## src/rtl/five_tuple_flow_classifier_core_assert.svh

```systemverilog
// Assertion macros used by the flow classifier core.
`ifndef FIVE_TUPLE_FLOW_CLASSIFIER_CORE_ASSERT_SVH
`define FIVE_TUPLE_FLOW_CLASSIFIER_CORE_ASSERT_SVH

// Same-cycle implication, checked out of reset.
`define FTFC_ASSERT_NOW(label, ante, cons, msg) \
    label: assert property (@(posedge aclk) disable iff (!aresetn) (ante) |-> (cons)) \
        else $error(msg);

// Next-cycle implication, checked out of reset.
`define FTFC_ASSERT_NEXT(label, ante, cons, msg) \
    label: assert property (@(posedge aclk) disable iff (!aresetn) (ante) |=> (cons)) \
        else $error(msg);

`endif

```

## src/rtl/ftfc_ram.sv

```systemverilog
// Generic single-port-write, registered-read RAM.
module ftfc_ram #(
    parameter int WIDTH = 8,
    parameter int DEPTH = 256,
    localparam int AW = (DEPTH > 1) ? $clog2(DEPTH) : 1
) (
    input  logic             aclk,
    input  logic             wr_en,
    input  logic [AW-1:0]    wr_addr,
    input  logic [WIDTH-1:0] wr_data,
    input  logic [AW-1:0]    rd_addr,
    output logic [WIDTH-1:0] rd_data
);

    logic [WIDTH-1:0] mem_reg [DEPTH];
    logic [WIDTH-1:0] rd_data_reg;

    // Write port and registered read port
    always_ff @(posedge aclk) begin
        if (wr_en) begin
            mem_reg[wr_addr] <= wr_data;
        end
        rd_data_reg <= mem_reg[rd_addr];
    end

    assign rd_data = rd_data_reg;

endmodule
```

## config.mk

```make
export PLATFORM = sky130hd
export DESIGN_NAME = ftfc_ram
export DESIGN_NICKNAME = d
export VERILOG_FILES = /design/src/rtl/five_tuple_flow_classifier_core_assert.svh /design/src/rtl/ftfc_ram.sv
export SDC_FILE = /design/constraint.sdc
export NUM_CORES = 2
export LEC_CHECK = 0
export BUFFER_PORTS_ARGS = -buffer_cell sky130_fd_sc_hd__buf_2
export CORE_MARGIN = 5
export CORE_UTILIZATION = 61
export DETAILED_ROUTE_END_ITERATION = 6
export PLACE_DENSITY_LB_ADDON = 0.12
export SKIP_CTS_REPAIR_TIMING = 1
export SLEW_MARGIN = 30
export SYNTH_ARGS = -nofsm -noshare
export SYNTH_HDL_FRONTEND = slang
export SYNTH_SLANG_ARGS = --single-unit
```

## constraint.sdc

```tcl
create_clock -name aclk -period 2.6 [get_ports aclk]
set_input_delay 0.26 -clock aclk [delete_from_list [all_inputs] [get_ports aclk]]
set_output_delay 0.26 -clock aclk [all_outputs]
set_load 0.01 [all_outputs]
```

==> results.cfg <==
[floorplan]
ios = 34
dieArea_um2 = 137700
fp.dieH_um = 371.1
rows = 132
design.core.area_um2 = 129500
die_x_um = 371.1
initial_core_util_pct = 61.44

[global_routing]
grt_pass1_wl_mm = 290.9
busiest_layer = met2
use_met2_pct = 47.18
grt.overflow.total = 0
grt_max_degree = 112
grt_pass1_vias = 41820
track_usage_pct = 29.59
grt_util_met1_pct = 41.65
antenna_found_initial = 10
grtUsageMet3_pct = 6.230

[cells_and_area]
nets = 4362
nFillCells = 7697
area_growth_syn_to_layout_pct = 15.96
largest_register_ffs = 2048
final_common_cell = edfxtp_1
drive_gt1_share_pct = 30.94
finalCoreUtilization_pct = 71.25
finalInstanceArea_um2 = 92250
final_cell_mix = 2,048 x edfxtp_1, 542 x buf_4, 454 x mux4_2

[place]
dp_hpwl_mm = 127.9
gp_congestion = 0.9015
port_buffers = 33
placed_area_um2 = 85950

[sta]
tightest_slew_ns = 0.8003
slew_headroom_pct = 46.23
hold_viol_final = 0
clock_skew_ns = 0.02585
rsz0062_at_grt = no
period_minus_slack_ns = 2.550
hold_slack_ns = 0.01525
slew_violations = 0
max_freq_ghz = 0.3922
setup_viol = 0
period_share_pct = 98.07

[logic_synthesis]
synth_fp_nets = 3759
syn-mean-instance-area_um2 = 21.31
yosysUniqueCellTypes = 55
async_flop_share_pct = 0
yosysTopAreaCellShare_pct = 77.30
yosys-top-cells-area = edfxtp_1 77%, mux4_2 13%, mux2i_1 1.7%, nor2_1 1.3%, a22oi_1 1.3%
synth_area_um2 = 79560
synth_edf_count = 2048
yosysSeqAreaShare_pct = 77.50
yosys.area.top_type = edfxtp_1
synth-seq-cells = 2056
ys.flop_type = edfxtp_1
netlist_instances = 3733
yosysWarnings = 0

[min_path]
hold_path.class = primary input to flop
min_from = wr_data[1]
hold_path_depth = 1
min_to = mem_reg[91][1]$_DFFE_PP_

[drt]
drtIter0Drc = 5276
via_count = 41180
vias_per_cell = 6.596
drc = 0
first_pass_iters = 7
routedWlPerCell_um = 32.00
routed_wl_mm = 199.8
ant_nets = 0

[clocking]
cts_tree = done
clockRootBuffer = clkbuf_16
path_clk_slew_ns = 0.07
cts_buffers = 193
clk_latency_ns = 0.82
htree_levels = 4
clockBufferDepth = 3
clock_sinks = 2056

[run]
maxCapViolations = 0

[power]
ir_worst_vdd_mv = 0.7380
power_density_nw_per_um2 = 737.6
p_leak_uw = 0.02987

[status]
status = completed

[worst_setup_path]
rrSetupSlack_ns = 0.05
worst-setup-path-type = flop to flop
r2r_end = rd_data[7]$_DFF_P_
startpoint_type = flop
r2r_start = mem_reg[139][7]$_DFFE_PP_
worst_path_most_repeated_cell = mux4_2
crit_path_end_kind = flop
worstPathArrival_ns = 3.22
cp_max_fo = 1
crit_required_ns = 3.27
r2r_cells = 6
critPathSlowestCell = nor3_1
worstPathCellList = mux4_2 > mux4_2 > nor2_1 > a2111oi_2 > nor3_1 > nor4_1
slowest_delay_ns = 0.63
==> where the power goes <==
part           internal [uW]  leakage (uW)  total, uW  switching [uW]
sequential             36500        0.0185      36600            59.9
clock                  15900       0.00305      27800           11900
combinational           1430       0.00835       3660            2230
==> layout make-up <==
class | instances | area (um2) | share of cell area (%)
Antenna cell | 5 | 12.51 | 0.01356
Clock buffer | 238 | 5105 | 5.534
Clock inverter | 117 | 1155 | 1.252
Inverter | 2 | 7.507 | 0.008138
Multi-Input combinational cell | 1442 | 16490 | 17.88
Sequential cell | 2056 | 61660 | 66.84
Tap cell | 1742 | 2180 | 2.363
Timing Repair Buffer | 641 | 5640 | 6.114
==> kinds of logic after synthesis <==
kind of cell	synth area share [%]
and+or+nand+nor	2.628
buffers and inverters	1.831
DFF	77.50
muxes	14.62
AOI/OAI and AO/OA	3.419
==> how the worst max path moves through the flow <==
stage / from / endpoint / slack (ns) / cells after the start
floorplan: rd_addr[0] / rd_data[2]$_DFF_P_ / 0.40 / 9
global placement: rd_addr[0] / rd_data[3]$_DFF_P_ / -1.03 / 9
detailed placement: rd_addr[0] / rd_data[3]$_DFF_P_ / -0.75 / 9
CTS: mem_reg[136][3]$_DFFE_PP_ / rd_data[3]$_DFF_P_ / -0.07 / 7
global route: mem_reg[96][4]$_DFFE_PP_ / rd_data[4]$_DFF_P_ / 0.001 / 8
finish: mem_reg[139][7]$_DFFE_PP_ / rd_data[7]$_DFF_P_ / 0.05 / 6
==> routing by layer <==
layer,vias to the layer above,routed length (um)
li1,16920,-
met4,2,7692
met3,424,20300
met2,2384,97340
met1,21450,74420
met5,-,7
==> per-stage QoR <==
step | TNS [ns] | setup slack (ns) | power, uW | std cells
detailed placement | -4.072 | -0.7511 | 40940 | 5881
global placement | -4.555 | -1.030 | 40850 | 5881
finish | 0 | 0.05020 | 68040 | 6243
floorplan | 0 | 0.4021 | 39050 | 3733
CTS | -0.07075 | -0.07075 | 68360 | 6236
global route | 0 | 0.001270 | 70060 | 6238
==> synth_stat cells (all sizes together), types with 4 or more instances <==
cell type,instances
nand3,34
nand4,10
nor4,27
mux2i,134
or2,4
nor2,282
nor3,22
a22oi,133
o32ai,5
mux4,456
a221oi,14
o22a,5
o22ai,28
edfxtp,2048
nor2b,31
o221ai,47
and2,6
a22o,8
nand2,33
dfxtp,8
o21ai,12
buf,122
a21oi,96
nand2b,8
o211ai,10
a2111oi,5
a211oi,16
clkbuf,111
==> worst max-delay path, delay by kind of cell, from the launching register on <==
| kind | cells | cell delay [ns] |
|---|---|---|
| flip-flops | 1 | 0.37 |
| multiplexers | 2 | 1.05 |
| AND/OR/NAND/NOR | 3 | 0.93 |
| AO/OA/AOI/OAI | 1 | 0.07 |
Note: power is estimated with default switching activity, not from simulation.
